## src/rtl/core/tlf_pkg.sv

```systemverilog
`timescale 1ns / 1ps
// ----------------------------------------------------------------------------
// tlf_pkg: shared types and constants of the text line filter
// request payload types, status codes and front-to-back queue entry
// ----------------------------------------------------------------------------
package tlf_pkg;

    localparam int LINE_BYTES_DEF = 511;
    localparam int COUNT_FIELD_INDEX_DEF = 9;
    localparam int STORE_DEPTH = 512;
    localparam int ADDR_W = 9;
    localparam int LEN_W = 10;
    localparam logic [32:0] MAG_LIMIT = 33'h1_0000_0000 >> 1;

    localparam logic [1:0] ST_KEPT = 2'd0;
    localparam logic [1:0] ST_LONG = 2'd1;
    localparam logic [1:0] ST_BAD = 2'd2;

    localparam logic [7:0] CH_NL = 8'h0A;
    localparam logic [7:0] CH_MINUS = 8'h2D;
    localparam logic [7:0] CH_PLUS = 8'h2B;
    localparam logic [7:0] CH_ZERO = 8'h30;
    localparam logic [7:0] CH_NINE = 8'h39;

    localparam logic [1:0] REG_THRESHOLD = 2'd0;

    typedef struct packed {
        logic [7:0] text_byte;
        logic       object_end;
    } in_item_t;

    typedef struct packed {
        logic [63:0] line_word;
        logic [3:0]  valid_bytes;
        logic [1:0]  line_status;
        logic        line_last;
    } out_item_t;

    // one finished line handed from front to back
    typedef struct packed {
        logic [1:0]      status;   // kept or error code
        logic            keep;     // emit anything at all
        logic [LEN_W-1:0] length;  // stored bytes
        logic            bank;     // store half holding the line
    } line_job_t;

    typedef enum logic [1:0] {
        BK_IDLE,
        BK_PRIME,
        BK_SEND
    } back_state_t;

    function automatic logic is_blank(input logic [7:0] c);
        return c == 8'h20 || c == 8'h09 || c == 8'h0B || c == 8'h0C || c == 8'h0D;
    endfunction

endpackage

```

## src/rtl/core/tlf_queue.sv

```systemverilog
`timescale 1ns / 1ps
// ----------------------------------------------------------------------------
// tlf_queue: two-entry queue of finished line jobs
// sits between parser and emitter
// ----------------------------------------------------------------------------
module tlf_queue (
    input  logic               clk,
    input  logic               rst_n,
    input  logic               push,
    input  tlf_pkg::line_job_t wdata,
    output logic               full,
    input  logic               pop,
    output logic               not_empty,
    output tlf_pkg::line_job_t rdata
);

    tlf_pkg::line_job_t ent_reg [2];
    logic       wp_reg, rp_reg;
    logic [1:0] cnt_reg;

    assign full = cnt_reg == 2'd2;
    assign not_empty = cnt_reg != 2'd0;
    assign rdata = ent_reg[rp_reg];

    always_ff @(posedge clk)
    begin
        if (push)
        begin
            ent_reg[wp_reg] <= wdata;
        end
    end

    always_ff @(posedge clk or negedge rst_n)
    begin
        if (!rst_n)
        begin
            wp_reg <= 1'b0;
            rp_reg <= 1'b0;
            cnt_reg <= '0;
        end
        else
        begin
            if (push)
            begin
                wp_reg <= !wp_reg;
            end
            if (pop)
            begin
                rp_reg <= !rp_reg;
            end
            cnt_reg <= cnt_reg + 2'(push) - 2'(pop);
        end
    end

endmodule

```

## config.mk

```make
export PLATFORM = sky130hd
export DESIGN_NAME = tlf_queue
export DESIGN_NICKNAME = d
export VERILOG_FILES = /design/src/rtl/core/tlf_pkg.sv /design/src/rtl/core/tlf_queue.sv
export SDC_FILE = /design/constraint.sdc
export NUM_CORES = 1
export LEC_CHECK = 0
export BUFFER_PORTS_ARGS = -buffer_cell sky130_fd_sc_hd__buf_2
export CORE_ASPECT_RATIO = 1.1
export CORE_MARGIN = 3
export CORE_UTILIZATION = 48
export CTS_BUF_LIST = sky130_fd_sc_hd__clkbuf_4 sky130_fd_sc_hd__clkbuf_8
export CTS_CLUSTER_SIZE = 12
export DETAILED_ROUTE_END_ITERATION = 8
export GPL_TIMING_DRIVEN = 0
export PLACE_DENSITY_LB_ADDON = 0.3
export SYNTH_ARGS = -nofsm -noshare
export SYNTH_HDL_FRONTEND = slang
export SYNTH_SLANG_ARGS = --single-unit
```

## constraint.sdc

```tcl
create_clock -name clk -period 1.45 [get_ports clk]
set_input_delay 0.0725 -clock clk [delete_from_list [all_inputs] [get_ports clk]]
set_output_delay 0.0725 -clock clk [all_outputs]
set_load 0.02 [all_outputs]
```

-- Yosys cells after proc, flatten, opt, wreduce, memory -nomap -nowiden
Memories as Yosys holds them, arrays and structs flattened.
Index checks and enable logic that the tools add are counted.
- latch bits: 0
- flip-flop bits (word level): 4
- output and inout bits: 16
- bits of input ports: 18
- memory bits (writable): 28
- ROM bits: 0
- memories kept: 1
- word-level logic and storage cells: 12
- eq/ne operators: 1
- reductions and logical operators: 3
- muxes and demuxes: 2
- magnitude comparators: 0
- shift-type cells: 0
- add/sub/neg operators: 2
- div/mod/pow operators: 0
- bitwise logic cells: 0
- multipliers: 0
- memory list (name ; words ; bits a word ; rd ports ; clocked after Yosys merged registers in ; wr ports ; line ; text):
    ent_reg ; 2 ; 14 ; 1 ; 0 ; 1 ; tlf_queue.sv:17 ; tlf_pkg::line_job_t ent_reg [2];
- operators by type and width (cell ; count):
    adder 2 x 1 -> 2 bit ; 1
    equality test 2 bit, second input constant ; 1
    zero test 1 bit ; 2
    2-to-1 mux 1 bit ; 2
    nonzero test 2 bit ; 1
    subtractor 2 x 1 -> 2 bit ; 1

-- Logic depth before layout (Yosys ltp)
- depth in word-level cells: 2
- gate-level depth with buffers: 5
- mapped depth without buffers: 5

-- Least setup slack after synthesis
OpenSTA, ideal clock, no wires.
- path type: register to register
- start point: register wp_reg
- end point: memory ent_reg[0][0] in the netlist's numbering, enable pin
- setup slack: 13 ps
- data required time: 1064 ps
- arrival: 1051 ps
- cell stages (with the launch flop): 2
- period minus slack after synthesis: 1437 ps
- library setup time: 386 ps
- buffers on the path: 0
- cells stage by stage: dfrtp_1 -> nor2b_1
- RTL lines (element ; line ; text):
    start, declared ; tlf_queue.sv:18 ; logic wp_reg, rp_reg;
    start signal, assigned ; tlf_queue.sv:45 ; wp_reg <= !wp_reg;
    end, declared ; tlf_queue.sv:17 ;
No word-level cell before the write port.

==> out/metrics.yaml <==
global_route:
  grt_pass1_wl_um: 3440
  grt_use_total_pct: 15.8
  grt_pass1_vias: 783
  grt_start_max_net_pins: 15
  antenna_found_initial: 0
  overflow: 0
routing:
  route.detailed.wl_per_inst_um: 14.0
  dr.first_iter.drc_count: 3
  drc_errors: 0
  first_pass_iters: 4
  vias_per_cell: 4.71
  ant_nets: 0
  num_vias: 711
  wl_um: 2120
place:
  io_buffers: 33
  gp_congestion: 0.606
  post-place-ws_ps: -281
  placed_cells: 122
  post-dp-hpwl_um: 1370
  dpl_cell_area_mm2: 0.00147
layout:
  syn_to_final_growth_pct: 47.7
  final_common_cell: "edfxtp_1"
  largest_register_ffs: 28
  num-nets-final: 140
  instances_no_fill: 151
  fill_cells: 133
  antennaDiodeCount: 0
  drive_gt1_share_pct: 51.2
  final_cell_mix: "edfxtp_1, buf_2, dlygate4sd3_1"
  fin_area_mm2: 0.00186
floorplan:
  dieArea_mm2: 0.00328
  core_mm2: 0.00236
  rows: 18
  initial_utilization_pct: 53.4
  io_pins: 34
  die_w_um: 54.9
  dieHeight_um: 59.8
setup_path:
  cp.required_ps: 1380
  crit_fanout: 5
  start_kind: "flip-flop"
  crit_arrival_ps: 1410
  cp-end-kind: "output port"
  worstSetupPathType: "flip-flop to output port"
synthesis:
  synth_nets: 79
  synth.distinct_cells: 13
  syn_inst: 59
  ys_seq_area_share_pct: 74.5
  synth.ff_latch_count: 32
  synthesis.area_mm2: 0.00126
  yosys-top-cells-area: "edfxtp_1, mux2_4, dfrtp_1, mux2_2, ha_1"
  ys.warnings.count: 0
  synth_top_area_share_pct: 66.6
  syn_avg_cell_area_um2: 21.4
  yosysTopAreaCell: "edfxtp_1"
sta:
  min_period_ps: 1480
  worst-slew-pin-transition_ps: 402
  max_freq_mhz: 676
  final.setup.tns_ps: -182
  setup_viol: 13
  max_slew_margin_pct: 73.2
  rsz0062_at_grt: "yes"
  fin_crit_sh_pct: 102
  finalHoldViolations: 0
  skew_ps: 4.54
  setup_slack_ps: -29.7
  slew_violations: 0
clocking:
  cts.clk_slew.worst_paths_ps: 90
  cts_tree: "yes"
  clk_path_buf_depth: 2
  numCtsBuffers: 5
  insertion_delay_ps: 320
  cts_max_level: 2
  cts-root-buf: "clkbuf_4"
  clock-sinks: 32
power_and_ir_drop:
  p_int_mw: 2.53
  clockPowerShare_pct: 17.5
  powerDensity_mw_per_mm2: 1920
  peakVddDrop_mv: 1.38
  p_seq_share_pct: 37.2
  netSwitchingFraction_pct: 29.3
  total_power_mw: 3.57
  p_comb_share_pct: 45.3
  power_leakage_nw: 0.787
  switchingPower_mw: 1.05
hold_path:
  worstHoldPathType: "input port to async pin"
flow_run:
  cap_violations: 0
run_status:
  outcome: "finished, violations left"
  violations: "setup timing"
## layer usage
layer | up-vias | GRT usage [%] | share of wire [%]
met3 | 8 | 4.24 | 4.8
li1 | 344 | - | -
met1 | 337 | 16.5 | 35
met2 | 22 | 28.0 | 57
met4 | 0 | 8.33 | 2.6
met5 | - | 0 | 0
## cells in the mapped netlist
master	instances
buf_6	1
xor2_1	2
or2_2	1
xor3_1	1
and2_1	1
ha_1	2
mux2_4	9
dfrtp_1	4
mux2_2	5
edfxtp_1	28
buf_12	1
nor2b_1	2
inv_1	2
## power by group through the flow
stage               clock, mW  sequential (mW)  combinational [mW]
floorplan                   0             1.31               0.901
global placement            0             1.32                1.16
detailed placement          0             1.34                1.19
CTS                     0.640             1.32                1.53
global route            0.675             1.35                1.72
finish                  0.626             1.33                1.62
## critical path, cell delays in order (launching register included)
cell and delay, ps:
dfrtp_1 380, buf_6 140, buf_16 130, mux2_4 300, buf_6 130
## metrics by stage
stage / hold slack [ps] / utilization [%]
6_report: 76.1 / 78.8
3_3_place_gp: -120 / 62.0
4_1_cts: 69.7 / 76.9
3_5_place_dp: -114 / 62.0
2_1_floorplan: -223 / -
5_1_grt: 83.1 / 78.8
## layout make-up
type                            instances  area, um^2  share of cell area (%)
Sequential cell                        32         941                    50.5
Timing Repair Buffer                   54         477                    25.6
Multi-Input combinational cell         23         295                    15.8
Clock buffer                            5        37.5                    2.01
Clock inverter                          3        37.5                    2.01
Tap cell                               30        37.5                    2.01
Buffer                                  2        31.3                    1.68
Inverter                                2        7.51                   0.403
## logic make-up (layout without fill, tap and decap cells)
group / Yosys count / after routing / share of synthesized area (%)
xor+xnor: 3 / 3 / 3.27
simple gates: 4 / 4 / 1.98
mux: 14 / 14 / 15.2
fa+ha+maj: 2 / 2 / 1.98
flops: 32 / 32 / 74.5
buf+inv: 4 / 66 / 3.07
## final timing paths
path	startpoint	to	slack (ps)	depth (start not counted)
max	rp_reg	rdata[4]	-30	4
min	rst_n	rp_reg	80	2
max reg2reg	cnt_reg[0]	cnt_reg[1]	210	5
min reg2reg	wp_reg	wp_reg	550	1
max in group asynchronous	rst_n	cnt_reg[0]	1250	2
min in group clk	wdata[4]	ent_reg[1][4]	470	2
## what timing repair did
item,CTS,global route
gates resized for setup,20,14
pin swaps,0,1
hold buffers,17,0
hold endpoints to repair,34,0
cloned,1,0
endpoints found under the setup margin,23,24
buffers inserted,3,0
Note: power is estimated with default switching activity, not from simulation.
