==> config.mk <==
export PLATFORM = sky130hd
export DESIGN_NAME = tlf_front
export DESIGN_NICKNAME = d
export VERILOG_FILES = /design/src/rtl/core/tlf_pkg.sv /design/src/rtl/core/tlf_front.sv
export SDC_FILE = /design/constraint.sdc
export NUM_CORES = 1
export LEC_CHECK = 0
export ABC_AREA = 1
export BUFFER_PORTS_ARGS = -buffer_cell sky130_fd_sc_hd__buf_2
export CORE_MARGIN = 2
export CORE_UTILIZATION = 55
export DETAILED_ROUTE_END_ITERATION = 8
export GPL_ROUTABILITY_DRIVEN = 0
export GPL_TIMING_DRIVEN = 0
export PLACE_DENSITY = 0.75
export SETUP_SLACK_MARGIN = 0.1
export SYNTH_ARGS = -nofsm -noshare
export SYNTH_HDL_FRONTEND = slang
export SYNTH_SLANG_ARGS = --single-unit
==> constraint.sdc <==
create_clock -name clk -period 35.2 [get_ports clk]
set_clock_uncertainty 0.1 [all_clocks]
set_input_delay 7.04 -clock clk [delete_from_list [all_inputs] [get_ports clk]]
set_output_delay 7.04 -clock clk [all_outputs]
set_load 0.01 [all_outputs]
==> src/rtl/core/tlf_pkg.sv <==
`timescale 1ns / 1ps
// ----------------------------------------------------------------------------
// tlf_pkg: shared types and constants of the text line filter
// request payload types, status codes and front-to-back queue entry
// ----------------------------------------------------------------------------
package tlf_pkg;

    localparam int LINE_BYTES_DEF = 511;
    localparam int COUNT_FIELD_INDEX_DEF = 9;
    localparam int STORE_DEPTH = 512;
    localparam int ADDR_W = 9;
    localparam int LEN_W = 10;
    localparam logic [32:0] MAG_LIMIT = 33'h1_0000_0000 >> 1;

    localparam logic [1:0] ST_KEPT = 2'd0;
    localparam logic [1:0] ST_LONG = 2'd1;
    localparam logic [1:0] ST_BAD = 2'd2;

    localparam logic [7:0] CH_NL = 8'h0A;
    localparam logic [7:0] CH_MINUS = 8'h2D;
    localparam logic [7:0] CH_PLUS = 8'h2B;
    localparam logic [7:0] CH_ZERO = 8'h30;
    localparam logic [7:0] CH_NINE = 8'h39;

    localparam logic [1:0] REG_THRESHOLD = 2'd0;

    typedef struct packed {
        logic [7:0] text_byte;
        logic       object_end;
    } in_item_t;

    typedef struct packed {
        logic [63:0] line_word;
        logic [3:0]  valid_bytes;
        logic [1:0]  line_status;
        logic        line_last;
    } out_item_t;

    // one finished line handed from front to back
    typedef struct packed {
        logic [1:0]      status;   // kept or error code
        logic            keep;     // emit anything at all
        logic [LEN_W-1:0] length;  // stored bytes
        logic            bank;     // store half holding the line
    } line_job_t;

    typedef enum logic [1:0] {
        BK_IDLE,
        BK_PRIME,
        BK_SEND
    } back_state_t;

    function automatic logic is_blank(input logic [7:0] c);
        return c == 8'h20 || c == 8'h09 || c == 8'h0B || c == 8'h0C || c == 8'h0D;
    endfunction

endpackage

==> src/rtl/core/tlf_front.sv <==
`timescale 1ns / 1ps
// ----------------------------------------------------------------------------
// tlf_front: byte intake and line parser
// stores line bytes, parses the count field, judges the line at its end
// ----------------------------------------------------------------------------
module tlf_front #(
    parameter int LINE_BYTES = tlf_pkg::LINE_BYTES_DEF,
    parameter int COUNT_FIELD_INDEX = tlf_pkg::COUNT_FIELD_INDEX_DEF
) (
    input  logic                    clk,
    input  logic                    rst_n,
    input  logic                    in_valid,
    input  tlf_pkg::in_item_t       in_item,
    output logic                    in_stall,
    input  logic [31:0]             threshold,
    output logic                    st_we,
    output logic [tlf_pkg::ADDR_W:0] st_waddr,
    output logic [7:0]              st_wdata,
    output logic                    job_push,
    output tlf_pkg::line_job_t      job,
    input  logic                    job_full,
    input  logic                    bank_busy
);

    localparam logic [3:0] FIELD_IDX = 4'(COUNT_FIELD_INDEX > 15 ? 15 : COUNT_FIELD_INDEX);
    localparam logic IDX_REACHABLE = COUNT_FIELD_INDEX <= 15;

    logic [tlf_pkg::LEN_W-1:0] len_reg;
    logic [3:0]  fcnt_reg;
    logic        inf_reg;
    logic [32:0] acc_reg;
    logic        neg_reg, dig_reg, stop_reg, ovf_reg, long_reg;
    logic        bank_reg;

    logic [7:0] c;
    logic       is_nl, fin, take, blank, first, at_field, is_digit;
    logic [36:0] prod;
    logic [32:0] acc_next;
    logic       stop_next, neg_next, dig_next, ovf_next, long_next, inf_next;
    logic [3:0] fcnt_next;
    logic       present, bad;
    logic signed [33:0] value, thr;

    assign c = in_item.text_byte;
    assign is_nl = c == tlf_pkg::CH_NL;
    assign fin = is_nl || in_item.object_end;
    // a line end needs a queue slot and a free store half
    assign in_stall = fin && (job_full || bank_busy);
    assign take = in_valid && !in_stall;

    assign blank = tlf_pkg::is_blank(c);
    assign first = !inf_reg;
    assign at_field = IDX_REACHABLE && fcnt_reg == FIELD_IDX && !stop_reg;
    assign is_digit = c >= tlf_pkg::CH_ZERO && c <= tlf_pkg::CH_NINE;
    assign prod = {acc_reg, 3'b000} + {2'b00, acc_reg, 1'b0} + 37'(c - tlf_pkg::CH_ZERO);

    always_comb
    begin
        acc_next = acc_reg;
        stop_next = stop_reg;
        neg_next = neg_reg;
        dig_next = dig_reg;
        ovf_next = ovf_reg;
        fcnt_next = fcnt_reg;
        inf_next = inf_reg;
        long_next = long_reg;
        if (!is_nl)
        begin
            if (32'(len_reg) >= 32'(LINE_BYTES))
            begin
                long_next = 1'b1;
            end
            if (blank)
            begin
                if (inf_reg)
                begin
                    if (IDX_REACHABLE && fcnt_reg == FIELD_IDX)
                    begin
                        stop_next = 1'b1;
                    end
                    if (fcnt_reg != 4'd15)
                    begin
                        fcnt_next = fcnt_reg + 4'd1;
                    end
                    inf_next = 1'b0;
                end
            end
            else
            begin
                inf_next = 1'b1;
                if (at_field)
                begin
                    if (first && c == tlf_pkg::CH_MINUS)
                    begin
                        neg_next = 1'b1;
                    end
                    else if (first && c == tlf_pkg::CH_PLUS)
                    begin
                        neg_next = neg_reg;
                    end
                    else if (is_digit)
                    begin
                        dig_next = 1'b1;
                        if (!ovf_reg)
                        begin
                            if (prod > 37'(tlf_pkg::MAG_LIMIT))
                            begin
                                ovf_next = 1'b1;
                                acc_next = tlf_pkg::MAG_LIMIT + 33'd1;
                            end
                            else
                            begin
                                acc_next = prod[32:0];
                            end
                        end
                    end
                    else
                    begin
                        stop_next = 1'b1;
                    end
                end
            end
        end
    end

    // judgment uses the state after this byte
    assign present = stop_next || (inf_next && IDX_REACHABLE && fcnt_next == FIELD_IDX);
    assign value = neg_next ? -$signed({1'b0, acc_next}) : $signed({1'b0, acc_next});
    assign thr = 34'(signed'(threshold));
    assign bad = !present || !dig_next || ovf_next ||
                 (neg_next ? acc_next > tlf_pkg::MAG_LIMIT
                           : acc_next > tlf_pkg::MAG_LIMIT - 33'd1);

    logic stored;
    assign stored = !is_nl && 32'(len_reg) < 32'(LINE_BYTES);
    assign st_we = take && stored;
    assign st_waddr = {bank_reg, len_reg[tlf_pkg::ADDR_W-1:0]};
    assign st_wdata = c;

    assign job_push = take && fin;
    always_comb
    begin
        job.bank = bank_reg;
        job.length = len_reg + tlf_pkg::LEN_W'(stored);
        if (long_next)
        begin
            job.status = tlf_pkg::ST_LONG;
            job.keep = 1'b1;
        end
        else if (bad)
        begin
            job.status = tlf_pkg::ST_BAD;
            job.keep = 1'b1;
        end
        else
        begin
            job.status = tlf_pkg::ST_KEPT;
            job.keep = !(value < thr);
        end
    end

    always_ff @(posedge clk or negedge rst_n)
    begin
        if (!rst_n)
        begin
            len_reg <= '0;
            fcnt_reg <= '0;
            inf_reg <= 1'b0;
            acc_reg <= '0;
            {neg_reg, dig_reg, stop_reg, ovf_reg, long_reg} <= '0;
            bank_reg <= 1'b0;
        end
        else if (take)
        begin
            if (fin)
            begin
                len_reg <= '0;
                fcnt_reg <= '0;
                inf_reg <= 1'b0;
                acc_reg <= '0;
                {neg_reg, dig_reg, stop_reg, ovf_reg, long_reg} <= '0;
                bank_reg <= !bank_reg;
            end
            else
            begin
                len_reg <= len_reg + tlf_pkg::LEN_W'(stored);
                fcnt_reg <= fcnt_next;
                inf_reg <= inf_next;
                acc_reg <= acc_next;
                {neg_reg, dig_reg, stop_reg, ovf_reg, long_reg} <=
                    {neg_next, dig_next, stop_next, ovf_next, long_next};
            end
        end
    end

endmodule

Word-level counts from Yosys, hierarchy flattened

Cells that the tools add are included.

Output and inout bits: 35
Input bits: 46
Logic and storage cells: 119
Bits in registers: 54

$add $sub $neg: 6
Equal/unequal tests: 11
Reduce and logical (&&, ||, !) cells: 29
Muxes and demuxes: 55
Order comparisons: 8

Operators by type and width:

| kind                                                                                 | number |
|---|---|
| 33-bit two-way mux                                                                   | 9 |
| 8-bit by 4-bit equality test with 1-bit output, second input constant                | 5 |
| 36-bit by 34-bit adder with 37-bit output                                            | 1 |
| 37-bit adder                                                                         | 1 |
| 37-bit by 32-bit > comparator with 1-bit output, second input constant               | 1 |
| 1-bit two-way mux                                                                    | 37 |
| 34-bit by 32-bit less-than comparator with 1-bit output                              | 1 |
| 34-bit two-way mux                                                                   | 1 |
| 33-bit negation with 34-bit output                                                   | 1 |
| 33-bit by 31-bit > comparator with 1-bit output, second input constant               | 1 |
| 33-bit by 32-bit > comparator with 1-bit output, second input constant               | 1 |
| 8-bit by 6-bit equality test with 1-bit output, second input constant                | 3 |
| 4-bit two-way mux                                                                    | 5 |
| 10-bit by 1-bit adder with 10-bit output                                             | 1 |
| 10-bit by 9-bit greater-or-equal comparator with 1-bit output, second input constant | 1 |
| 1-bit logical AND                                                                    | 10 |
| 1-bit logical OR                                                                     | 10 |
| 10-bit by 9-bit less-than comparator with 1-bit output, second input constant        | 1 |
| 10-bit two-way mux                                                                   | 1 |
| 8-bit by 6-bit subtractor with 9-bit output, second input constant                   | 1 |
| 4-bit equality test, second input constant                                           | 2 |
| 8-bit by 6-bit greater-or-equal comparator with 1-bit output, second input constant  | 1 |
| 8-bit by 6-bit less-or-equal comparator with 1-bit output, second input constant     | 1 |
| 1-bit logical NOT                                                                    | 8 |
| 4 further kinds                                                                      | 5 |

Depth between registers and ports, before layout

Word-level depth: 17
Depth in mapped cells: 42
Depth with buffers taken out: 42

Worst setup path before layout

No wires, ideal clock.

Path kind: input-to-output
Start: input in_item[5] in the netlist's numbering
End: output job[11] in the netlist's numbering
Data required time: 28060 ps
Path buffers: 1
Data arrival time: 14904 ps
Setup slack: 13156 ps
Cell stages on the path: 40
Path through: ha_1 nor3_1 fa_1 ha_1 nand2_1 inv_2 a21oi_1 nand2_2 nand2_1 nand2_1 nand2_1 nand2_1 nand2_1 nand2_1 inv_1 nand2_1 nor3_4 buf_6 [4 not listed] nor2_1 nand2_1 nor2_2 nand3_2 o21ai_1 xor2_1 inv_1 ha_1 a21oi_1 nor2_1 a211oi_1 o221ai_1 a2111oi_0 nand2_1 nand2_1 nand2_1 nor2_1 nand4_1

RTL lines:

| item               | line            | source |
|---|---|---|
| start: declaration | tlf_front.sv:13 | `input tlf_pkg::in_item_t in_item,` |
| end: declaration   | tlf_front.sv:20 | `output tlf_pkg::line_job_t job,` |

==> run summary <==
Clock tree sinks = 54
Detailed-route wire length = 26.12 mm
Detailed-route DRC error count = 0
Core area = 16410 um2
First-pass detailed-route iteration total = 6
Seq. cell area = 1351 um2
Switching Fraction = 35.21%
I/O pin total = 81
Normalized max-slew margin = 17.77%
Synth warn = 0
Final nets = 1743
Final Setup Violations = 0
Finished Layout Cells = 1806
# fillers = 1630
Die Width = 133 um
Initial antenna violation count = 0
Post-Syn Area = 9153 um2
Number of global-route vias before repair = 8834
FP Rows = 47
LEAKAGE = 5.980 nW
IR drop worst, VDD = 0.02603 mV
Most frequent cells in the layout = 482 x nand2_1, 248 x inv_1, 141 x nor2_1
Slowest cell on the critical path = nor3_2
Clk slew on worst S/H paths = 80 ps
Cts repair resizes = 0
CTS Buffer Depth = 2
R2R setup slack = 31080 ps
Setup Fix Bufs, Post-CTS = 0
Cell mode on critical path = nand2_1
H-tree depth = 2
Placed Instances = 1798
Max_cap viols = 0
Post-synth cell types = 58
Status = completed
Max Fclk = 45.75 MHz
CP max stage delay = 660 ps
RSZ-0062 raised after global routing = no
Final worst slack = 13340 ps
Main flop type after synthesis = dfrtp_1
Number of flops mapped to enable cells by yosys = 0
Asr flop ratio synth = 100.0%
Sequential share of the synthesized area = 14.76%
Hold-fix buffers, CTS = 0
Total gr overflow = 0
GRT Total Usage = 29.50%
Minimum clock period = 21860 ps
Clk_lat worst skew = 310 ps
N_diodes = 0
CP Class = in -> out
Port Buf Inserts = 80
Area of placed instances = 9852 um2
Arr. time, crit path = 14720 ps
Number of routed nets with antenna violations = 0
Final Cycle Share = 62.09%
Sw power = 68.41 uW
Via count = 9614
Sequential power share = 35.4%
Hold Path Class = reg -> reg
Hpwl dp = 22.03 mm
Multi-input logic area = 6477 um2
#FFs+latches synth = 54
Comb power frac = 34.4%
Full die area = 17690 um2
Critical Path RT = 28060 ps
Initial DRC count = 874
Clock Tree Root = clkbuf_16
Final Instance Area = 10020 um2
Pin count of the biggest net entering global routing = 55
Final core occ = 61.10%
Commonest non-fill, non-tap cell in the layout = nand2_1
Final hold vios = 0
Synth Instances = 1496
Area grow syn2layout = 9.528%
P_int = 125.9 uW
Share of layout cells above drive strength 1 = 11.98%
Clk pwr share = 30.2%
Worst setup EP type = primary output
Power per cell area = 19.38 nW/um2
Worst Max-Slew Pin Slew = 1233 ps
Pre-CTS setup slack = 13430 ps
Mapped Avg Cell Area = 6.118 um2
Post-DR wirelength/cell = 14.47 um
Mapped Nets = 1654
Initial Util = 55.78%
Pins over their slew limit = 0
Fin Setup TNS = 0 ps
Die Ht = 133 um
CTS tree = yes
First-pass GRT wire length = 42.43 mm
Drt via density = 5.323
CP max FO = 11
CTS buffer count = 5
Max reg flops = 33
Startpoint Class = primary input
==> per-layer routing <==
layer	wire length [um]	up-vias	track usage, %
li1	-	4890	-
met1	11400	4319	39.83
met2	12180	348	49.63
met3	1713	57	3.065
met4	832	0	9.558
met5	0	-	0
==> path summary, 6_finish.rpt <==
check | endpoint | depth (start not counted) | from
max | job[11] | 40 | in_item[5]
min | bank_reg | 1 | bank_reg
max reg2reg | acc_reg[25] | 20 | acc_reg[6]
min reg2reg | bank_reg | 1 | bank_reg
max in group asynchronous | acc_reg[27] | 1 | rst_n
min in group asynchronous | len_reg[4] | 1 | rst_n
==> per-stage QoR <==
stage | power [mW] | hold WS [ps]
4_1_cts | 0.1939 | 403.4
3_5_place_dp | 0.1364 | 387.5
3_3_place_gp | 0.1346 | 380.3
2_1_floorplan | 0.1146 | 363.0
5_1_grt | 0.2046 | 427.1
6_report | 0.1943 | 401.3
==> Yosys cell counts, types with 3 or more instances <==
cell type	count	area share (%)
o22ai_1	10	0.68
xor2_1	37	3.5
nor3_1	21	1.1
nand3_2	4	0.44
buf_2	5	0.27
a211oi_1	3	0.25
ha_1	80	11
clkbuf_1	14	0.57
nand2_1	482	20
fa_1	32	7.0
a21oi_1	52	2.8
nand2_2	12	0.82
inv_2	19	0.78
nor3_2	5	0.55
nor2_2	10	0.68
and2_1	4	0.27
o21ai_0	40	2.2
buf_4	25	2.1
a31oi_1	4	0.27
nor2_1	141	5.8
o221ai_1	3	0.29
o21ai_1	8	0.44
dfrtp_1	54	15
nand3b_1	10	0.82
nand3_1	78	4.3
inv_1	248	10
nand4_1	53	3.6
or2_2	3	0.21
xnor2_1	4	0.38
==> worst max-delay path, delay by kind of cell <==
kind	cells	cell delay, ps
and+or+nand+nor	21	3170
AOI/OAI and AO/OA	7	1630
adders and majority gates	5	1430
buffers and inverters	6	1120
xor gates and xnor gates	1	270
==> kinds of logic after synthesis <==
group	share of synthesized area, %
AND/OR/NAND/NOR	40.37
buffers and inverters	14.52
AO/OA/AOI/OAI	8.490
adder cells (fa/ha/maj)	17.94
flip-flops	14.76
XOR/XNOR	3.923
==> power groups by stage <==
stage | clock network [mW] | registers, mW | logic, mW
6_report | 0.0587 | 0.0688 | 0.0668
5_1_grt | 0.0616 | 0.0692 | 0.0737
4_1_cts | 0.0583 | 0.0688 | 0.0668
3_3_place_gp | 0 | 0.0699 | 0.0647
3_5_place_dp | 0 | 0.0699 | 0.0665
2_1_floorplan | 0 | 0.0691 | 0.0455
==> cell type report <==
cell class	count	area share, %
Buffer	49	3.258
Clock buffer	5	1.248
Clock inverter	3	0.4743
Inverter	267	9.998
Multi-Input combinational cell	1126	64.62
Sequential cell	54	13.48
Tap cell	220	2.746
Timing Repair Buffer	82	4.181
No activity file was read; power rests on OpenSTA's default activity.
