## src/rtl/core/tlf_pkg.sv

```systemverilog
`timescale 1ns / 1ps
// ----------------------------------------------------------------------------
// tlf_pkg: shared types and constants of the text line filter
// request payload types, status codes and front-to-back queue entry
// ----------------------------------------------------------------------------
package tlf_pkg;

    localparam int LINE_BYTES_DEF = 511;
    localparam int COUNT_FIELD_INDEX_DEF = 9;
    localparam int STORE_DEPTH = 512;
    localparam int ADDR_W = 9;
    localparam int LEN_W = 10;
    localparam logic [32:0] MAG_LIMIT = 33'h1_0000_0000 >> 1;

    localparam logic [1:0] ST_KEPT = 2'd0;
    localparam logic [1:0] ST_LONG = 2'd1;
    localparam logic [1:0] ST_BAD = 2'd2;

    localparam logic [7:0] CH_NL = 8'h0A;
    localparam logic [7:0] CH_MINUS = 8'h2D;
    localparam logic [7:0] CH_PLUS = 8'h2B;
    localparam logic [7:0] CH_ZERO = 8'h30;
    localparam logic [7:0] CH_NINE = 8'h39;

    localparam logic [1:0] REG_THRESHOLD = 2'd0;

    typedef struct packed {
        logic [7:0] text_byte;
        logic       object_end;
    } in_item_t;

    typedef struct packed {
        logic [63:0] line_word;
        logic [3:0]  valid_bytes;
        logic [1:0]  line_status;
        logic        line_last;
    } out_item_t;

    // one finished line handed from front to back
    typedef struct packed {
        logic [1:0]      status;   // kept or error code
        logic            keep;     // emit anything at all
        logic [LEN_W-1:0] length;  // stored bytes
        logic            bank;     // store half holding the line
    } line_job_t;

    typedef enum logic [1:0] {
        BK_IDLE,
        BK_PRIME,
        BK_SEND
    } back_state_t;

    function automatic logic is_blank(input logic [7:0] c);
        return c == 8'h20 || c == 8'h09 || c == 8'h0B || c == 8'h0C || c == 8'h0D;
    endfunction

endpackage

```

## src/rtl/core/tlf_back.sv

```systemverilog
`timescale 1ns / 1ps
// ----------------------------------------------------------------------------
// tlf_back: result emitter
// reads a stored line eight bytes per word, or sends a status result
// ----------------------------------------------------------------------------
module tlf_back (
    input  logic                     clk,
    input  logic                     rst_n,
    input  logic                     job_valid,
    input  tlf_pkg::line_job_t       job,
    output logic                     job_pop,
    output logic [tlf_pkg::ADDR_W:0] rd_addr,
    input  logic [7:0]               rd_data,
    output logic                     bank_active,
    output logic                     active_bank,
    output logic                     out_valid,
    output tlf_pkg::out_item_t       out_item,
    input  logic                     out_stall
);

    tlf_pkg::back_state_t state_reg, state_next;
    logic [tlf_pkg::LEN_W-1:0] pos_reg, pos_next;   // next byte to read
    logic [tlf_pkg::LEN_W-1:0] len_reg;
    logic        bank_reg;
    logic [63:0] word_reg, word_next;
    logic [3:0]  k_reg, k_next;
    logic        rdv_reg, rdv_next;                 // read data in flight
    logic [tlf_pkg::LEN_W-1:0] rpos_reg, rpos_next; // position of that data
    logic        ov_reg, ov_next;
    tlf_pkg::out_item_t oi_reg, oi_next;
    logic        load;

    assign out_valid = ov_reg;
    assign out_item = oi_reg;
    assign rd_addr = {bank_reg, pos_reg[tlf_pkg::ADDR_W-1:0]};
    assign bank_active = state_reg != tlf_pkg::BK_IDLE;
    assign active_bank = bank_reg;
    assign load = job_pop && job.keep && job.status == tlf_pkg::ST_KEPT;

    always_ff @(posedge clk or negedge rst_n)
    begin
        if (!rst_n)
        begin
            state_reg <= tlf_pkg::BK_IDLE;
            ov_reg <= 1'b0;
            rdv_reg <= 1'b0;
        end
        else
        begin
            state_reg <= state_next;
            ov_reg <= ov_next;
            rdv_reg <= rdv_next;
        end
    end

    always_ff @(posedge clk)
    begin
        pos_reg <= pos_next;
        word_reg <= word_next;
        k_reg <= k_next;
        rpos_reg <= rpos_next;
        oi_reg <= oi_next;
        if (load)
        begin
            len_reg <= job.length;
            bank_reg <= job.bank;
        end
    end

    always_comb
    begin
        logic       slot;
        logic       hold;
        logic [7:0] b;
        logic [tlf_pkg::LEN_W:0] total;
        state_next = state_reg;
        pos_next = pos_reg;
        word_next = word_reg;
        k_next = k_reg;
        rdv_next = 1'b0;
        rpos_next = rpos_reg;
        ov_next = ov_reg && out_stall;
        oi_next = oi_reg;
        job_pop = 1'b0;
        slot = !ov_reg || !out_stall;
        hold = 1'b0;
        total = {1'b0, len_reg} + 11'd1;
        b = 8'h00;
        case (state_reg)
            tlf_pkg::BK_IDLE:
            begin
                if (job_valid && slot)
                begin
                    job_pop = 1'b1;
                    if (job.keep && job.status != tlf_pkg::ST_KEPT)
                    begin
                        ov_next = 1'b1;
                        oi_next = '{line_word: '0, valid_bytes: 4'd0,
                                    line_status: job.status, line_last: 1'b1};
                    end
                    else if (job.keep)
                    begin
                        state_next = tlf_pkg::BK_PRIME;
                    end
                end
            end
            tlf_pkg::BK_PRIME:
            begin
                pos_next = '0;
                word_next = '0;
                k_next = '0;
                state_next = tlf_pkg::BK_SEND;
            end
            tlf_pkg::BK_SEND:
            begin
                // one byte per cycle via registered ram read unless stalled
                b = rpos_reg < len_reg ? rd_data : tlf_pkg::CH_NL;
                if (rdv_reg)
                begin
                    word_next[k_reg[2:0]*8 +: 8] = b;
                    k_next = k_reg + 4'd1;
                end
                if (rdv_reg && (k_next == 4'd8 || {1'b0, rpos_reg} + 11'd1 == total))
                begin
                    if (slot)
                    begin
                        ov_next = 1'b1;
                        oi_next = '{line_word: word_next, valid_bytes: k_next,
                                    line_status: tlf_pkg::ST_KEPT,
                                    line_last: {1'b0, rpos_reg} + 11'd1 == total};
                        word_next = '0;
                        k_next = '0;
                        if ({1'b0, rpos_reg} + 11'd1 == total)
                        begin
                            state_next = tlf_pkg::BK_IDLE;
                        end
                    end
                    else
                    begin
                        // hold: drop the byte in flight and reread this one
                        word_next = word_reg;
                        k_next = k_reg;
                        hold = 1'b1;
                        pos_next = rpos_reg;
                    end
                end
                if (state_next == tlf_pkg::BK_SEND && !hold)
                begin
                    if ({1'b0, pos_reg} < total)
                    begin
                        rdv_next = 1'b1;
                        rpos_next = pos_reg;
                        pos_next = pos_reg + tlf_pkg::LEN_W'(1);
                    end
                end
            end
            default:
            begin
                state_next = tlf_pkg::BK_IDLE;
            end
        endcase
    end

endmodule

```

## config.mk

```make
export PLATFORM = sky130hd
export DESIGN_NAME = tlf_back
export DESIGN_NICKNAME = d
export VERILOG_FILES = /design/src/rtl/core/tlf_pkg.sv /design/src/rtl/core/tlf_back.sv
export SDC_FILE = /design/constraint.sdc
export NUM_CORES = 1
export LEC_CHECK = 0
export BUFFER_PORTS_ARGS = -buffer_cell sky130_fd_sc_hd__buf_2
export CELL_PAD_IN_SITES_DETAIL_PLACEMENT = 2
export CELL_PAD_IN_SITES_GLOBAL_PLACEMENT = 2
export CORE_ASPECT_RATIO = 1.5
export CORE_MARGIN = 2
export CORE_UTILIZATION = 30
export CTS_CLUSTER_SIZE = 12
export DETAILED_ROUTE_END_ITERATION = 6
export PLACE_DENSITY = 0.65
export SYNTH_ARGS = -nofsm -noshare
export SYNTH_HDL_FRONTEND = slang
export SYNTH_SLANG_ARGS = --single-unit
```

## constraint.sdc

```tcl
create_clock -name clk -period 10 [get_ports clk]
set_input_delay 2 -clock clk [delete_from_list [all_inputs] [get_ports clk]]
set_output_delay 2 -clock clk [all_outputs]
set_load 0.01 [all_outputs]
```

Yosys cells after proc, flatten, opt, wreduce, memory -nomap -nowiden
Cells that the tools add are included.
- register bits: 174
- latch bits: 0
- memory bits (writable): 0
- bits in read-only memories: 0
- input bits: 26
- output and inout bits: 85
- logic and storage cells: 98
- memories: 0
- $add $sub $neg: 5
- $mul: 0
- div/mod/pow operators: 0
- order comparisons: 2
- eq/ne operators: 12
- shift-type cells: 2
- multiplexer cells: 42
- bitwise operators: 0
- reduce and logical (&&, ||, !) cells: 22
- operator list (operator ; count):
    $mux 71 ; 4
    $mux 64 ; 3
    $pmux 71 s2 ; 1
    $pmux 64 s2 ; 1
    $bwmux 64 ; 1
    $shift 8x34->64 const A ; 1
    $shiftx 8x34->64 ; 1
    $mux 10 ; 4
    $neg 6->34 ; 1
    $add 10x1->11 const B ; 2
    $pmux 10 s2 ; 1
    $mux 4 ; 4
    $mux 2 ; 7
    $mux 1 ; 12
    $ne 2x2->1 const B ; 6
    $eq 11x11->1 ; 1
    $lt 10x11->1 ; 1
    $add 10x1->10 const B ; 1
    $lt 10x10->1 ; 1
    $mux 8 ; 1
    $pmux 4 s2 ; 1
    $reduce_bool 2->1 ; 4
    $logic_and 1x1->1 ; 7
    $pmux 2 s3 ; 1
    other kinds (12) ; 18

Logic depth before layout (Yosys ltp)
- word-level depth: 12
- depth in mapped cells: 13
- mapped depth without buffers: 12

Worst setup path after synthesis
OpenSTA, ideal clock, no wires.
- kind: flip-flop to flip-flop
- start point: reg len_reg[4] (netlist name)
- end point: reg k_reg[0] (enable)
- library setup time: 535 ps
- data arrival time: 5724 ps
- required time: 9465 ps
- slack: 3741 ps
- cell stages (with the launch flop): 11
- buffers on the path: 2
- period minus slack after synthesis: 6259 ps
- cell sequence: edfxtp_1 buf_2 nand4_4 or4_4 a211oi_1 nand4b_1 nor4_4 a21oi_1 nor2_1 buf_2 a31oi_1
- longest elaborated chain between the ends: 6
- ends and longest elaborated chain (item ; line ; text):
    from (decl) ; tlf_back.sv:23 ; logic [tlf_pkg::LEN_W-1:0] len_reg;
    from (signal assigned) ; tlf_back.sv:65 ; len_reg <= job.length;
    $add 10x1->11 ; tlf_back.sv:87 ; total = {1'b0, len_reg} + 11'd1;
    $eq 11x11->1 ; tlf_back.sv:123 ; if (rdv_reg && (k_next == 4'd8 || {1'b0, rpos_reg} + 11'd1 == total))
    $logic_or 1x1->1 ; tlf_back.sv:123 ;
    $logic_and 1x1->1 ; tlf_back.sv:123 ;
    $ne 3x3->1 (no line) ; - ;
    $reduce_and 2->1 (no line) ; - ;
    to (signal assigned) ; tlf_back.sv:60 ; k_reg <= k_next;
    to (decl) ; tlf_back.sv:26 ; logic [3:0] k_reg, k_next;
Every way passes these cells.
A chain may end at the register's enable or synchronous reset.

Worst setup path in the final report
- start point: in out_stall
- end point: out job_pop
- longest elaborated chain between the ends: 5
- ends and longest elaborated chain (item ; line ; text):
    from (decl) ; tlf_back.sv:18 ; input logic out_stall
    $logic_not 1->1 ; tlf_back.sv:85 ; slot = !ov_reg || !out_stall;
    $logic_or 1x1->1 ; tlf_back.sv:85 ;
    $logic_and 1x1->1 ; tlf_back.sv:92 ; if (job_valid && slot)
    $mux 1 ; tlf_back.sv:92 ;
    $mux 1 ; tlf_back.sv:89 ; case (state_reg)
    to (decl) ; tlf_back.sv:11 ; output logic job_pop,
Every way passes these cells.

==> impl_metrics.csv <==
group,metric,value,unit
setup_path,arrival,2.48,ns
timing,fin_hold_ws,0.5794,ns
timing,finalSetupViolCount,0,
setup_path,worst_r2r_endpoint,"rpos_reg[9]$_DFFE_PP_",
outcome,status,"finished, final reports clean",
grt,grt_busiest_layer,"met2",
synth,ys_warn_count,0,
setup_path,cpMostUsedCell,"buf_2",
routing,wl_per_cell,22.10,µm
timing,period_minus_slack,4.476,ns
floorplanning,die_h,210.5,µm
grt,grt_usage,18.20,%
routing,dr.first_iter.drc_count,349,
synth,synth.ff_latch_count,174,
final_layout,layout_commonest_cell,"edfxtp_1",
routing,avgViaCountPerCell,5.253,
floorplanning,core,0.02796,mm²
routing,num_vias,6198,
setup_path,cp-end-kind,"primary output",
setup_path,crit_start,"out_stall",
clock_network,postCtsSetupBuffers,0,
routing,wl,26080,µm
floorplanning,die_w,141.7,µm
setup_path,crit_path_max_fanout,3,
final_layout,antenna_cells,0,
setup_path,reg2reg_depth,10,
grt,grt_overflow_total,0,
grt,grt_pass1_vias,6938,
timing,maxSlewHeadroom,18.30,%
floorplanning,rows,75,
final_layout,area_delta_synth_final,17.06,%
setup_path,start_kind,"input port",
placed_design,dpl-instance-area,0.009434,mm²
setup_path,worst_path_max_delay_cell,"and3_1",
setup_path,required,8.00,ns
timing,hold_violations,0,
setup_path,ff2ff_setup_slack,5.53,ns
synth,syn-cell-area,0.008531,mm²
grt,met3_usage,2.612,%
grt,grt_max_degree,72,
clock_network,clock-root-buffer,"clkbuf_16",
clock_network,cts_tree,"done",
clock_network,clk_path_buf_depth,2,
final_layout,postLayoutCellArea,0.009986,mm²
synth,syn_nets,776,
clock_network,cts.sinks,174,
clock_network,ctsResizeCount,0,
timing,final_max_slew_viol_count,0,
timing,clock_skew,0.009368,ns
power,power_density,268.1,mW/mm²
timing,fin_setup_tns,0,ns
placed_design,hpwl,18280,µm
synth,synth_edf_count,170,
routing,ant_nets,0,
run,drv_cap,0,
setup_path,max_stage_delay,0.16,ns
timing,rsz0062_at_grt,"no",
power,total_power,2678,µW
timing,finalCritPeriodShare,44.76,%
setup_path,r2r_start,"len_reg[4]$_DFFE_PP_",
clock_network,clk_latency,0.44,ns
grt,global_route.usage.met1,20.43,%
setup_path,path_class,"in -> out",
floorplanning,dieArea,0.02983,mm²
grt,grt_pass1_wl,40870,µm
setup_path,critPathTopFamily,"simple AND/OR/NAND/NOR gates",
clock_network,cts_hold_buf,0,
setup_path,crit_end,"job_pop",
timing,fin_ws,5.524,ns
setup_path,cp.depth,4,
routing,firstDrtPassIters,4,
clock_network,htree_num_levels,4,
final_layout,largest_reg_flops,71,
floorplanning,io_pins,111,
synth,syn_area_per_cell,11.82,µm²
placed_design,numPortBuffers,110,
placed_design,dpl_worst_slack,5.523,ns
synth,synthCells,722,
timing,tightest_slew,1.216,ns
placed_design,gp_congestion,0.8608,
min_path,min_path_type,"reg -> reg",
final_layout,layout.nets,875,
synth,synthArstFlopShare,2.299,%
grt,antenna_found_initial,0,
power,p_leak,0.003613,µW
clock_network,cts_buffers,17,
setup_path,critPathBufInv,2,
grt,met2_usage,34.70,%
final_layout,final_cell_mix,"edfxtp_1 (170), nor2_1 (124), buf_2 (110), a21oi_1 (33), ha_1 (28)",
setup_path,critical_path.cell_chain,"buf_2 > nand2_1 > and3_1 > buf_2",
timing,fmax,0.2234,GHz
synth,synthFlopType,"edfxtp_1",
routing,drc_errors,0,
synth,seq_area_frac_synth,61.01,%
floorplanning,start_util,30.51,%
synth,synth.distinct_cells,64,
power,peakVddDrop,127.0,µV
final_layout,drive_gt1_share,20.74,%
clock_network,clk_pin_slew,0.07,ns
## through the flow
step                      utilization (%)  std cells
after floorplan                         -        722
after global routing                35.71       1180
final                               35.71       1180
after detailed placement            33.74       1148
after CTS                           35.71       1180
after global placement              33.74       1148
## synth_stat cells (all sizes together) (2+ instances only)
cell type / number / area [µm²]
nor4b: 2 / 17.52
a21o: 2 / 15.01
o21a: 3 / 22.52
clkbuf: 20 / 76.32
nor4: 7 / 58.81
a221o: 3 / 30.03
or4: 2 / 18.77
a41oi: 2 / 17.52
or2: 3 / 18.77
or3: 5 / 31.28
o211a: 4 / 40.04
o211ai: 2 / 20.02
a22oi: 19 / 142.6
a211oi: 4 / 30.03
nor2b: 26 / 162.7
inv: 27 / 101.4
nand2: 26 / 97.59
xnor2: 19 / 166.4
and3: 9 / 56.30
buf: 22 / 147.6
o21ai: 27 / 135.1
ha: 28 / 350.3
dfrtp: 4 / 100.1
nand4: 12 / 96.34
a31oi: 20 / 125.1
nor3: 20 / 110.1
a31o: 3 / 26.28
nor2: 125 / 469.2
a21boi: 4 / 30.03
edfxtp: 170 / 5105
a2111o: 3 / 33.78
nand2b: 6 / 37.54
and4b: 2 / 20.02
o31ai: 2 / 15.01
nand3: 16 / 85.08
xor2: 5 / 43.79
a21oi: 33 / 165.2
and2: 11 / 68.82
mux2i: 12 / 120.1
## logic make-up (layout without fill, tap and decap cells)
| family | Yosys count | after routing | share of synthesized area [%] |
|---|---|---|---|
| and+or+nand+nor | 275 | 275 | 16.10 |
| DFF | 174 | 174 | 61.02 |
| AOI/OAI and AO/OA | 139 | 139 | 10.82 |
| buffers and inverters | 69 | 181 | 3.813 |
| adders and majority gates | 28 | 28 | 4.107 |
| xor gates and xnor gates | 25 | 25 | 2.728 |
| muxes | 12 | 12 | 1.408 |
## cell type report
| cell class | count | area [µm²] |
|---|---|---|
| Timing Repair Buffer | 122 | 640.6 |
| Inverter | 27 | 101.3 |
| Clock buffer | 20 | 436.7 |
| Fill cell | 2994 | 17980 |
| Tap cell | 346 | 432.9 |
| Clock inverter | 12 | 115.1 |
| Sequential cell | 174 | 5205 |
| Multi-Input combinational cell | 479 | 3054 |
## how the worst min path moves through the flow
| stage | start | to | slack, ns | cells past startpoint |
|---|---|---|---|---|
| after floorplan | pos_reg[9]$_SDFFCE_PN0P_ | rpos_reg[9]$_DFFE_PP_ | 0.46 | 0 |
| after global placement | state_reg[0]$_DFFE_PN0P_ | state_reg[1]$_DFFE_PN0P_ | 0.55 | 2 |
| after detailed placement | pos_reg[9]$_SDFFCE_PN0P_ | rpos_reg[9]$_DFFE_PP_ | 0.56 | 0 |
| after CTS | pos_reg[9]$_SDFFCE_PN0P_ | rpos_reg[9]$_DFFE_PP_ | 0.58 | 0 |
| after global routing | pos_reg[9]$_SDFFCE_PN0P_ | rpos_reg[9]$_DFFE_PP_ | 0.60 | 0 |
| final | pos_reg[9]$_SDFFCE_PN0P_ | rpos_reg[9]$_DFFE_PP_ | 0.58 | 0 |
## power by group
group	internal (µW)	switching, µW	total (µW)
clock network	345	302	647
logic	254	512	765
registers	1130	131	1270
total	1730	945	2680
## per-layer routing
layer	wire length, µm	part of all wire, %
met5	0	0
met4	648	2.5
met3	685	2.6
met2	14530	56
met1	10220	39
## worst register-to-register path, stage by stage, from the launching register on
cell and delay, ns:
edfxtp_1 0.52, nand4_4 0.19, or4_4 0.54, and2_1 0.18, ha_1 0.20, a2111oi_0 0.46, o211a_1 0.22, o311ai_0 0.12
buf_4 0.20, a31oi_1 0.86, and3_1 0.61
Note: power is estimated with default switching activity, not from simulation.
